File: config.mk
export PLATFORM = sky130hd
export DESIGN_NAME = residual_pixel_classifier
export DESIGN_NICKNAME = d
export VERILOG_FILES = /design/src/rtl/core/rpc_pkg.sv /design/src/rtl/core/rpc_grey.sv /design/src/rtl/core/rpc_classify.sv /design/src/rtl/core/rpc_counters.sv /design/src/rtl/core/residual_pixel_classifier.sv
export SDC_FILE = /design/constraint.sdc
export NUM_CORES = 1
export LEC_CHECK = 0
export BUFFER_PORTS_ARGS = -buffer_cell sky130_fd_sc_hd__buf_2
export CORE_ASPECT_RATIO = 0.7
export CORE_MARGIN = 4
export CORE_UTILIZATION = 60
export CTS_CLUSTER_SIZE = 20
export DETAILED_ROUTE_END_ITERATION = 10
export GPL_ROUTABILITY_DRIVEN = 0
export GPL_TIMING_DRIVEN = 0
export HOLD_SLACK_MARGIN = 0.05
export PLACE_DENSITY = 0.79
export SYNTH_ARGS = -nofsm -noshare
export SYNTH_HDL_FRONTEND = slang
export SYNTH_HIERARCHICAL = 1
export SYNTH_SLANG_ARGS = --single-unit
File: constraint.sdc
create_clock -name clk -period 35.1 [get_ports clk]
set_input_delay 7.02 -clock clk [delete_from_list [all_inputs] [get_ports clk]]
set_output_delay 7.02 -clock clk [all_outputs]
set_load 0.005 [all_outputs]
File: src/rtl/core/rpc_pkg.sv
// Shared types and constants for the residual pixel classifier.
// Used by rpc_grey, rpc_classify, rpc_counters and residual_pixel_classifier.
`timescale 1ns / 1ps

package rpc_pkg;

	// Pixel and counter widths
	localparam int unsigned PIX_W   = 24;
	localparam int unsigned CHAN_W  = 8;
	localparam int unsigned COUNT_W = 25;

	// Counters stop here
	localparam logic [COUNT_W-1:0] MAX_PIXELS = 25'd16777216;

	// Grey weights (channel2, channel1, channel0) and fade offset
	localparam logic [15:0] GREY_W2 = 16'd76;
	localparam logic [15:0] GREY_W1 = 16'd150;
	localparam logic [15:0] GREY_W0 = 16'd29;
	localparam logic [CHAN_W-1:0] FADE_BASE = 8'd127;

	// Stand-in for the moved pixel when no motion was found
	localparam logic [PIX_W-1:0] MAGENTA = 24'hFF00FF;

	// Per-pixel classification result
	typedef struct packed {
		logic [PIX_W-1:0] visual;
		logic             resid;
		logic             differ;
	} cls_t;

	// Counter events for one pixel
	typedef struct packed {
		logic start;
		logic differ;
		logic moved;
		logic resid;
	} evt_t;

	// Counter values after one pixel
	typedef struct packed {
		logic [COUNT_W-1:0] differ;
		logic [COUNT_W-1:0] moved;
		logic [COUNT_W-1:0] resid;
	} cnt_t;

endpackage

File: src/rtl/core/rpc_grey.sv
// Grey conversion of one pixel, each weighted channel divided by 255 on its own.
// Depends on rpc_pkg.
`timescale 1ns / 1ps

module rpc_grey
	import rpc_pkg::*;
(
	input  logic [PIX_W-1:0]  pixel,
	output logic [CHAN_W-1:0] grey
);

	// x / 255 for x below 2^16: estimate from x * 257 / 65536, then one correction
	function automatic logic [CHAN_W-1:0] div255(input logic [15:0] x);
		logic [16:0] s;
		logic [8:0]  q;
		logic [16:0] r;
		s = {1'b0, x} + {9'd0, x[15:8]};
		q = s[16:8];
		r = {1'b0, x} - (({8'd0, q} << 8) - {8'd0, q});
		if (r >= 17'd255) begin
			q = q + 9'd1;
		end
		return q[CHAN_W-1:0];
	endfunction

	logic [15:0] p0, p1, p2;
	logic [9:0]  sum;

	// Weighted channels
	assign p0 = 16'(pixel[7:0])   * GREY_W0;
	assign p1 = 16'(pixel[15:8])  * GREY_W1;
	assign p2 = 16'(pixel[23:16]) * GREY_W2;

	// Sum of quotients, clipped to 255
	assign sum  = 10'(div255(p2)) + 10'(div255(p1)) + 10'(div255(p0));
	assign grey = (sum > 10'd255) ? 8'd255 : sum[CHAN_W-1:0];

endmodule

File: src/rtl/core/rpc_classify.sv
// Match / residual decision and visual pixel for one pixel position.
// Depends on rpc_pkg and rpc_grey.
`timescale 1ns / 1ps

module rpc_classify
	import rpc_pkg::*;
(
	input  logic [PIX_W-1:0] first_pixel,
	input  logic [PIX_W-1:0] second_pixel,
	input  logic [PIX_W-1:0] shifted_pixel,
	input  logic             motion_found,
	output cls_t             cls
);

	logic [PIX_W-1:0]  moved;
	logic [CHAN_W-1:0] g_first, g_second, g_moved, g_fade, fade_v, g_red;
	logic              match, same;

	assign moved = motion_found ? shifted_pixel : MAGENTA;
	assign match = (moved == second_pixel);
	assign same  = (first_pixel == second_pixel);

	rpc_grey u_grey_first  (.pixel(first_pixel),  .grey(g_first));
	rpc_grey u_grey_second (.pixel(second_pixel), .grey(g_second));
	rpc_grey u_grey_moved  (.pixel(moved),        .grey(g_moved));

	// Faded grey comes from the moved pixel on a match, else from the first one
	assign g_fade   = match ? g_moved : g_first;
	assign fade_v   = FADE_BASE + {1'b0, g_fade[CHAN_W-1:1]};

	// Residual red channel: moved grey with motion, first grey without
	assign g_red = motion_found ? g_moved : g_first;

	// Final pick
	always_comb begin
		cls.differ = !same;
		if (match || (!motion_found && same)) begin
			cls.visual = {fade_v, fade_v, fade_v};
			cls.resid  = 1'b0;
		end else begin
			cls.visual = {g_red, g_second, 8'd0};
			cls.resid  = 1'b1;
		end
	end

endmodule

File: src/rtl/core/rpc_counters.sv
// Saturating differ / moved / residual counters with frame-start clear.
// Depends on rpc_pkg.
`timescale 1ns / 1ps

module rpc_counters
	import rpc_pkg::*;
(
	input  logic clk,
	input  logic arst_n,
	input  logic adv,
	input  evt_t evt,
	output cnt_t cnt_next
);

	cnt_t cnt_q;

	// Clear on frame start, then count up to MAX_PIXELS
	function automatic logic [COUNT_W-1:0] bump(
		input logic [COUNT_W-1:0] c,
		input logic               clr,
		input logic               inc
	);
		logic [COUNT_W-1:0] b;
		b = clr ? '0 : c;
		if (inc && (b < MAX_PIXELS)) begin
			b = b + 1'b1;
		end
		return b;
	endfunction

	assign cnt_next.differ = bump(cnt_q.differ, evt.start, evt.differ);
	assign cnt_next.moved  = bump(cnt_q.moved,  evt.start, evt.moved);
	assign cnt_next.resid  = bump(cnt_q.resid,  evt.start, evt.resid);

	// Counter state moves once per pixel handed to the result register
	always_ff @(posedge clk or negedge arst_n) begin
		if (!arst_n) begin
			cnt_q <= '0;
		end else if (adv) begin
			cnt_q <= cnt_next;
		end
	end

endmodule

File: src/rtl/core/residual_pixel_classifier.sv
// Top level: input register, per-pixel classify and counters, result register.
// Depends on rpc_pkg, rpc_classify, rpc_grey and rpc_counters.
//
//  Channel | Direction | Handshake          | Contents
//  s_      | in        | s_tvalid/s_tready  | one pixel position with motion flags
//  m_      | out       | m_tvalid/m_tready  | visual pixel, residual flag, counts
//
// One pixel per cycle sustained while m_tready stays high; a word taken on s_ passes
// through the input register and the result register before it is shown on m_.
// Grey conversion, classification and counter update sit in the single logic stage
// between the input register and the result register.
// Reset clears the valid flags and all three counters.
// With m_tready low a full result register holds and s_tready stays high until the
// input register is also full.
`timescale 1ns / 1ps

module residual_pixel_classifier
	import rpc_pkg::*;
(
	input  logic         clk,
	input  logic         arst_n,
	input  logic         s_tvalid,
	output logic         s_tready,
	// [23:0] first_pixel, [47:24] second_pixel, [71:48] shifted_pixel,
	// [72] motion_found, [73] motion_nonzero, [79:74] zero
	input  logic [79:0]  s_tdata,
	// [0] frame_start
	input  logic [0:0]   s_tuser,
	output logic         m_tvalid,
	input  logic         m_tready,
	// [23:0] visual_pixel, [24] is_residual, [49:25] differ_count,
	// [74:50] moved_count, [99:75] residual_count, [103:100] zero
	output logic [103:0] m_tdata
);

	// Input register
	logic             valid_s1;
	logic [PIX_W-1:0] first_s1, second_s1, shifted_s1;
	logic             found_s1, nonzero_s1, start_s1;

	// Result register
	logic             valid_s2;
	logic [PIX_W-1:0] visual_s2;
	logic             resid_s2;
	cnt_t             cnt_s2;

	logic adv;
	cls_t cls;
	evt_t evt;
	cnt_t cnt_next;

	// Flow control
	assign adv      = valid_s1 && (!valid_s2 || m_tready);
	assign s_tready = !valid_s1 || !valid_s2 || m_tready;

	always_ff @(posedge clk or negedge arst_n) begin
		if (!arst_n) begin
			valid_s1 <= 1'b0;
		end else if (s_tready) begin
			valid_s1 <= s_tvalid;
		end
	end

	always_ff @(posedge clk) begin
		if (s_tready && s_tvalid) begin
			first_s1   <= s_tdata[23:0];
			second_s1  <= s_tdata[47:24];
			shifted_s1 <= s_tdata[71:48];
			found_s1   <= s_tdata[72];
			nonzero_s1 <= s_tdata[73];
			start_s1   <= s_tuser[0];
		end
	end

	// Classification
	rpc_classify u_classify (
		.first_pixel   (first_s1),
		.second_pixel  (second_s1),
		.shifted_pixel (shifted_s1),
		.motion_found  (found_s1),
		.cls           (cls)
	);

	// Counters
	assign evt.start  = start_s1;
	assign evt.differ = cls.differ;
	assign evt.moved  = found_s1 && nonzero_s1;
	assign evt.resid  = cls.resid;

	rpc_counters u_counters (
		.clk      (clk),
		.arst_n   (arst_n),
		.adv      (adv),
		.evt      (evt),
		.cnt_next (cnt_next)
	);

	// Result register
	always_ff @(posedge clk or negedge arst_n) begin
		if (!arst_n) begin
			valid_s2 <= 1'b0;
		end else if (!valid_s2 || m_tready) begin
			valid_s2 <= valid_s1;
		end
	end

	always_ff @(posedge clk) begin
		if (adv) begin
			visual_s2 <= cls.visual;
			resid_s2  <= cls.resid;
			cnt_s2    <= cnt_next;
		end
	end

	assign m_tvalid = valid_s2;
	assign m_tdata  = {4'd0, cnt_s2.resid, cnt_s2.moved, cnt_s2.differ, resid_s2, visual_s2};

`ifndef NO_ASSERTIONS
	// Counts never pass the saturation limit
	a_count_limit: assert property (@(posedge clk) disable iff (!arst_n)
		m_tvalid |-> (cnt_s2.differ <= MAX_PIXELS && cnt_s2.moved <= MAX_PIXELS &&
			cnt_s2.resid <= MAX_PIXELS))
		else $error("counter above MAX_PIXELS");

	// A residual word has a black channel0, a non-residual word is a faded grey
	a_visual_form: assert property (@(posedge clk) disable iff (!arst_n)
		m_tvalid |-> (resid_s2 ? (visual_s2[7:0] == 8'd0) :
			(visual_s2[7:0] == visual_s2[15:8] && visual_s2[15:8] == visual_s2[23:16] &&
			visual_s2[7:0] >= FADE_BASE)))
		else $error("visual pixel does not fit its class");

	// A residual pixel always differs from something, so it is counted
	a_resid_counted: assert property (@(posedge clk) disable iff (!arst_n)
		(m_tvalid && resid_s2) |-> (cnt_s2.resid != '0))
		else $error("residual word with zero residual count");

	// Without a frame start the differ counter never goes down
	a_monotonic: assert property (@(posedge clk) disable iff (!arst_n)
		(adv && !start_s1) |=> (u_counters.cnt_q.differ >= $past(u_counters.cnt_q.differ)))
		else $error("differ counter decreased inside a frame");
`endif

endmodule
==> run_summary.xml, run 1 <==
<?xml version="1.0" encoding="UTF-8"?>
<metrics>
  <group name="synthesis">
    <metric name="netlist_instances" unit="">3964</metric>
    <metric name="synth_cell_types" unit="">138</metric>
    <metric name="avgSynthCellArea" unit="µm²">8.724</metric>
    <metric name="async_flop_share" unit="%">30.56</metric>
    <metric name="number_of_enable_type_register_cells_in_the_synthesized_netlist" unit="">175</metric>
    <metric name="synth_flop_cell" unit="">sky130_fd_sc_hd__edfxtp_1</metric>
    <metric name="postSynthRegisterBits" unit="">252</metric>
    <metric name="syn_area" unit="µm²">34580</metric>
    <metric name="yosysWarnings" unit="">6</metric>
    <metric name="part_of_the_yosys_area_used_for_sequential_elements" unit="%">20.77</metric>
  </group>
  <group name="setup_path">
    <metric name="critical_path_capture_point_type" unit="">register</metric>
    <metric name="largest_stage_delay_on_the_critical_path" unit="ns">0.78</metric>
    <metric name="cp.required" unit="ns">35.42</metric>
    <metric name="cp_data_arrival_time" unit="ns">16.73</metric>
    <metric name="critical_path.startpoint_type" unit="">register</metric>
    <metric name="path_max_fanout" unit="">10</metric>
    <metric name="cell_with_the_most_instances_on_the_worst_path" unit="">sky130_fd_sc_hd__ha_1</metric>
    <metric name="worst_path_max_delay_cell" unit="">sky130_fd_sc_hd__o31ai_1</metric>
    <metric name="timing.setup.critical_path_class" unit="">reg -&gt; reg</metric>
  </group>
  <group name="global_route">
    <metric name="groute.layer.met3.usage" unit="%">5.737</metric>
    <metric name="grt_antenna_before_repair" unit="">2</metric>
    <metric name="first_global_vias" unit="">28850</metric>
    <metric name="grt_usage" unit="%">29.96</metric>
    <metric name="global_route_congestion_overflow_total" unit="">0</metric>
    <metric name="grt_util_met2" unit="%">45.02</metric>
    <metric name="grt_pass1_wl" unit="µm">151000</metric>
    <metric name="grt_use_met1" unit="%">44.12</metric>
    <metric name="grt.busiest_layer" unit="">met2</metric>
    <metric name="grt_start_max_net_pins" unit="">76</metric>
  </group>
  <group name="timing">
    <metric name="final-max-slew-violation-count" unit="">0</metric>
    <metric name="layout_min_cycle_time" unit="ns">16.42</metric>
    <metric name="timing_worst_slew_pin_value" unit="ns">1.336</metric>
    <metric name="final-setup-viol-count" unit="">0</metric>
    <metric name="clock_skew" unit="ns">0.04695</metric>
    <metric name="remaining_max_slew_budget_at_the_tightest_pin" unit="%">10.13</metric>
    <metric name="final_hold_fails" unit="">0</metric>
    <metric name="fmax" unit="MHz">60.91</metric>
    <metric name="final_min_period_over_clock_period" unit="%">46.77</metric>
    <metric name="postLayoutSetupSlackWorst" unit="ns">18.68</metric>
    <metric name="grt_setup_unrepaired" unit="">no</metric>
    <metric name="setup_tns" unit="ns">0</metric>
  </group>
  <group name="clock_network">
    <metric name="clock_tree_from_tritoncts" unit="">done</metric>
    <metric name="cts-root-to-sink-buffers" unit="">3</metric>
    <metric name="worst_skew_pair.late_latency" unit="ns">0.60</metric>
    <metric name="cts-root-buf" unit="">sky130_fd_sc_hd__clkbuf_16</metric>
    <metric name="sinks_on_clock_net" unit="">252</metric>
    <metric name="post-cts-setup-buffers" unit="">0</metric>
    <metric name="cts_buffers" unit="">27</metric>
    <metric name="post_cts_resize_count" unit="">0</metric>
    <metric name="path_clk_slew" unit="ns">0.07</metric>
    <metric name="cts-htree-levels" unit="">1</metric>
    <metric name="hold_buffer_count_at_cts" unit="">0</metric>
  </group>
  <group name="die">
    <metric name="dieWidth" unit="µm">294.9</metric>
    <metric name="core_area" unit="µm²">56900</metric>
    <metric name="start_util" unit="%">60.77</metric>
    <metric name="die_h" unit="µm">208.9</metric>
    <metric name="die_area" unit="µm²">61600</metric>
    <metric name="num_rows" unit="">73</metric>
    <metric name="io-pin-count" unit="">191</metric>
  </group>
  <group name="route">
    <metric name="detailedRoute.firstIterationViolations" unit="">3188</metric>
    <metric name="finalWirelength" unit="µm">94690</metric>
    <metric name="routedWlPerCell" unit="µm">19.12</metric>
    <metric name="final_antenna_net_count" unit="">0</metric>
    <metric name="routed_via_density" unit="">6.165</metric>
    <metric name="num_vias" unit="">30530</metric>
    <metric name="drc" unit="">0</metric>
    <metric name="drtPass1Iterations" unit="">6</metric>
  </group>
  <group name="job">
    <metric name="maxCapViolations" unit="">0</metric>
  </group>
  <group name="finish">
    <metric name="fin_area" unit="µm²">37450</metric>
    <metric name="sequential_cell_area" unit="µm²">7182</metric>
    <metric name="utilization" unit="%">65.81</metric>
    <metric name="layout.nets" unit="">4903</metric>
    <metric name="final_layout_size_suffix_gt1_share" unit="%">9.424</metric>
    <metric name="multi_input_area" unit="µm²">24980</metric>
    <metric name="area_growth" unit="%">8.289</metric>
    <metric name="n_fill_cell" unit="">4624</metric>
  </group>
  <group name="placed_design">
    <metric name="preCtsSetupSlack" unit="ns">19.08</metric>
    <metric name="place_area" unit="µm²">36500</metric>
    <metric name="portBuffers" unit="">180</metric>
    <metric name="place.detailed.hpwl" unit="µm">76190</metric>
  </group>
  <group name="worst_hold_path">
    <metric name="hold_crit_class" unit="">reg -&gt; reg</metric>
  </group>
  <group name="run_status">
    <metric name="status" unit="">finished clean</metric>
  </group>
</metrics>
## cells in the mapped netlist, drive strengths merged (62+ instances only)
cell type / number / area, µm²
inv: 524 / 1967
dfrtp: 77 / 1927
nand2: 220 / 825.8
xor2: 77 / 693.2
nor2: 273 / 1025
o21ai: 163 / 827.1
a21oi: 170 / 854.6
nand4: 62 / 387.9
fa: 96 / 1922
edfxtp: 175 / 5255
ha: 541 / 6769
nand3: 109 / 560.5
xnor2: 243 / 2162
nor3: 85 / 435.4
and2: 66 / 419.2
nor2b: 82 / 513.0
## routing by layer
metal / vias up / wire (µm)
met1: 14300 / 43070
met4: 2 / 2890
met2: 1390 / 39580
li1: 14660 / -
met3: 190 / 9141
met5: - / 13
## metrics by stage
step	hold slack [ns]	instances
final	0.5656	4953
after global routing	0.5861	4953
after CTS	0.5642	4952
after detailed placement	0.5489	4902
after global placement	0.5202	4900
after floorplan	0.4958	3970
## final timing paths
| path | depth (start not counted) | start | slack [ns] | endpoint |
|---|---|---|---|---|
| setup / recovery | 59 | found_s1$_DFFE_PP_ | 18.68 | visual_s2[14]$_DFFE_PP_ |
| hold / removal | 1 | u_counters/cnt_q[8]$_DFFE_PN0P_ | 0.57 | u_counters/cnt_q[8]$_DFFE_PN0P_ |
| setup reg to reg | 59 | found_s1$_DFFE_PP_ | 18.68 | visual_s2[14]$_DFFE_PP_ |
| hold reg to reg | 1 | u_counters/cnt_q[8]$_DFFE_PN0P_ | 0.57 | u_counters/cnt_q[8]$_DFFE_PN0P_ |
| max in group asynchronous | 2 | arst_n | 28.16 | u_counters/cnt_q[12]$_DFFE_PN0P_ |
| min in group asynchronous | 1 | arst_n | 6.30 | u_counters/cnt_q[34]$_DFFE_PN0P_ |
## kinds of logic after synthesis
kind of cell	count (synthesis)	synth area share [%]
other	7	0.07600
DFF	252	20.77
xor gates and xnor gates	321	8.322
AOI/OAI and AO/OA	845	17.35
and+or+nand+nor	1208	18.82
muxes	78	2.366
adders and majority gates	640	25.23
buffers and inverters	613	7.066
## worst max-delay path, delay by kind of cell, from the launching register on
family	cells	cell delay (ns)
AOI/OAI and AO/OA	19	4.73
xor gates and xnor gates	4	1.03
adders and majority gates	11	3.94
buffers and inverters	10	2.22
DFF	1	0.48
muxes	4	0.88
and+or+nand+nor	11	2.84
## final cells by class
class	count	area share, %
timing repair buffer	182	2.559
buffer	87	1.240
clock inverter	20	0.6549
multi-input combinational	3105	66.71
clock buffer	30	1.861
antenna	1	0.006682
sequential	252	19.18
inverter	526	5.286
tap	750	2.506
## flip-flops by register name, summed over array words and instances, names as in the netlist
name	cells
m_tdata	75
start_s1	1
nonzero_s1	1
found_s1	1
m_tvalid	1
visual_s2	24
second_s1	24
shifted_s1	24
first_s1	24
resid_s2	1
u_counters/cnt_q	75
valid_s1	1
## cell usage in the layout (no fill, tap or decap), drive strengths merged, types with 85 or more instances in the layout
cell	count
a21oi	170
buf	226
nand2	220
o21ai	163
nor2	273
edfxtp	175
xnor2	243
ha	541
nand3	109
fa	96
inv	528
nor3	85
Power of run 1 is not shown: default switching activity piles up to over one toggle a cycle in this logic, so the estimate is an artifact.
==> inputs of run 2 (changes only) <==
- CORE_UTILIZATION: 60 -> 58
- clock period: 35.1 -> 14.6 ns (I/O delays scaled with it)
==> run_summary.xml, run 2 (synthesis results as in run 1) <==
<?xml version="1.0" encoding="UTF-8"?>
<metrics>
  <group name="route">
    <metric name="finalWirelength" unit="µm">94490</metric>
    <metric name="num_vias" unit="">30630</metric>
    <metric name="routedWlPerCell" unit="µm">18.86</metric>
    <metric name="routed_via_density" unit="">6.116</metric>
    <metric name="detailedRoute.firstIterationViolations" unit="">3109</metric>
    <metric name="final_antenna_net_count" unit="">0</metric>
    <metric name="drtPass1Iterations" unit="">6</metric>
    <metric name="drc" unit="">0</metric>
  </group>
  <group name="timing">
    <metric name="final_hold_fails" unit="">0</metric>
    <metric name="fmax" unit="MHz">70.14</metric>
    <metric name="final-setup-viol-count" unit="">0</metric>
    <metric name="postLayoutSetupSlackWorst" unit="ns">0.3434</metric>
    <metric name="final_min_period_over_clock_period" unit="%">97.65</metric>
    <metric name="clock_skew" unit="ns">0.02024</metric>
    <metric name="layout_min_cycle_time" unit="ns">14.26</metric>
    <metric name="remaining_max_slew_budget_at_the_tightest_pin" unit="%">7.857</metric>
    <metric name="timing_worst_slew_pin_value" unit="ns">1.370</metric>
    <metric name="final-max-slew-violation-count" unit="">0</metric>
  </group>
  <group name="global_route">
    <metric name="first_global_vias" unit="">28620</metric>
    <metric name="grt_usage" unit="%">28.58</metric>
    <metric name="grt_antenna_before_repair" unit="">2</metric>
    <metric name="global_route_congestion_overflow_total" unit="">0</metric>
    <metric name="grt_pass1_wl" unit="µm">148800</metric>
    <metric name="grt_start_max_net_pins" unit="">76</metric>
  </group>
  <group name="setup_path">
    <metric name="cp.required" unit="ns">14.92</metric>
    <metric name="setup.reg_to_reg.worst_slack" unit="ns">0.34</metric>
    <metric name="worst_path_max_delay_cell" unit="">sky130_fd_sc_hd__or4_2</metric>
    <metric name="critical_path_capture_point_type" unit="">register</metric>
    <metric name="rr_worst_depth" unit="">59</metric>
    <metric name="cp_data_arrival_time" unit="ns">14.57</metric>
    <metric name="timing.critical_path.max_delay_family" unit="">compound AO/OA/AOI/OAI gates</metric>
    <metric name="largest_stage_delay_on_the_critical_path" unit="ns">0.71</metric>
    <metric name="path_max_fanout" unit="">10</metric>
    <metric name="reg2reg_to" unit="">visual_s2[14]$_DFFE_PP_</metric>
    <metric name="critical_path.startpoint_type" unit="">register</metric>
    <metric name="timing.setup.critical_path_class" unit="">reg -&gt; reg</metric>
    <metric name="crit-reg2reg-launch" unit="">found_s1$_DFFE_PP_</metric>
    <metric name="critical_path.n_buffers_inverters" unit="">10</metric>
  </group>
  <group name="die">
    <metric name="dieWidth" unit="µm">299.8</metric>
    <metric name="die_area" unit="µm²">63650</metric>
    <metric name="core_area" unit="µm²">58700</metric>
    <metric name="start_util" unit="%">58.91</metric>
    <metric name="io-pin-count" unit="">191</metric>
    <metric name="die_h" unit="µm">212.3</metric>
    <metric name="num_rows" unit="">74</metric>
  </group>
  <group name="placed_design">
    <metric name="place.detailed.hpwl" unit="µm">76100</metric>
    <metric name="place_area" unit="µm²">36560</metric>
    <metric name="preCtsSetupSlack" unit="ns">-1.337</metric>
    <metric name="portBuffers" unit="">180</metric>
  </group>
  <group name="finish">
    <metric name="layout_common_cells" unit="">sky130_fd_sc_hd__ha_1, sky130_fd_sc_hd__inv_1, sky130_fd_sc_hd__nor2_1, sky130_fd_sc_hd__xnor2_1, sky130_fd_sc_hd__nand2_1</metric>
    <metric name="final_layout_size_suffix_gt1_share" unit="%">10.57</metric>
    <metric name="layout.nets" unit="">4911</metric>
    <metric name="area_growth" unit="%">9.190</metric>
    <metric name="final_common_cell" unit="">sky130_fd_sc_hd__ha_1</metric>
    <metric name="fin_area" unit="µm²">37760</metric>
  </group>
  <group name="worst_hold_path">
    <metric name="timing.hold.worst_path_depth" unit="">3</metric>
    <metric name="min_to" unit="">u_counters/cnt_q[45]$_DFFE_PN0P_</metric>
    <metric name="hold_crit_class" unit="">reg -&gt; reg</metric>
    <metric name="hold_path_origin" unit="">u_counters/cnt_q[45]$_DFFE_PN0P_</metric>
  </group>
  <group name="clock_network">
    <metric name="path_clk_slew" unit="ns">0.07</metric>
    <metric name="sinks_on_clock_net" unit="">252</metric>
    <metric name="cts-root-buf" unit="">sky130_fd_sc_hd__clkbuf_16</metric>
    <metric name="clock_tree_from_tritoncts" unit="">done</metric>
    <metric name="cts-root-to-sink-buffers" unit="">3</metric>
    <metric name="cts_buffers" unit="">27</metric>
    <metric name="cts-htree-levels" unit="">1</metric>
    <metric name="worst_skew_pair.late_latency" unit="ns">0.58</metric>
  </group>
  <group name="job">
    <metric name="maxCapViolations" unit="">0</metric>
  </group>
  <group name="run_status">
    <metric name="status" unit="">finished clean</metric>
  </group>
</metrics>
-- run 2: cell count changes in the layout (fill, tap and decap cells not counted), moves of 5 or more --
cell                       previous run  this run
sky130_fd_sc_hd__a211oi_1            31        25
sky130_fd_sc_hd__a211oi_2             3         9
sky130_fd_sc_hd__buf_4               11        22
sky130_fd_sc_hd__inv_2                3         8
-- run 2: repair_timing --
| action | in CTS | in global routing |
|---|---|---|
| endpoints found under the setup margin | 24 | 22 |
| pin swaps | 4 | 10 |
| resized for setup | 12 | 56 |
| hold endpoints to repair | 0 | 0 |
| gates cloned | 0 | 0 |
| hold buffers | 0 | 0 |
| setup buffers | 3 | 6 |
-- run 2: worst max-delay path by stage --
stage,end,cells after the start,start
after detailed placement,visual_s2[22]$_DFFE_PP_,60,found_s1$_DFFE_PP_
final,visual_s2[14]$_DFFE_PP_,59,found_s1$_DFFE_PP_
after global placement,visual_s2[22]$_DFFE_PP_,59,found_s1$_DFFE_PP_
after floorplan,visual_s2[14]$_DFFE_PP_,59,found_s1$_DFFE_PP_
after CTS,visual_s2[22]$_DFFE_PP_,56,found_s1$_DFFE_PP_
after global routing,visual_s2[12]$_DFFE_PP_,57,found_s1$_DFFE_PP_
-- run 2: worst reg2reg max path, delay by kind of cell, from the launching register on --
kind | cells | cell delay (ns)
XOR/XNOR | 4 | 0.73
multiplexers | 4 | 0.91
AO/OA/AOI/OAI | 19 | 4.16
AND/OR/NAND/NOR | 11 | 2.49
adder cells (fa/ha/maj) | 11 | 3.87
buffers and inverters | 10 | 1.35
flip-flops | 1 | 0.50
-- run 2: metrics by stage --
step | util (%) | instances | setup TNS, ns | hold WS [ns]
6_report | 64.32 | 5009 | 0 | 0.5593
2_1_floorplan | - | 3970 | 0 | 0.4958
3_5_place_dp | 62.29 | 4950 | -21.30 | 0.5373
3_3_place_gp | 62.18 | 4948 | -17.72 | 0.5245
5_1_grt | 64.32 | 5009 | -1.088 | 0.5804
4_1_cts | 63.85 | 5003 | 0 | 0.5548
-- run 2: metal layers --
layer	routed length, µm	GRT usage (%)
met3	9805	6.982
met5	0	0
met4	2629	6.914
met1	42050	41.06
met2	40000	43.56
-- run 2: cell type report --
type	count	area, µm²
inverter	526	1979
fill	4976	20940
timing repair buffer	191	1026
buffer	86	470.5
multi-input combinational	3105	25250
clock buffer	32	704.4
clock inverter	18	143.9
tap	798	998.5
sequential	252	7182
antenna	1	2.502
Power of run 2 is left out for the same reason.
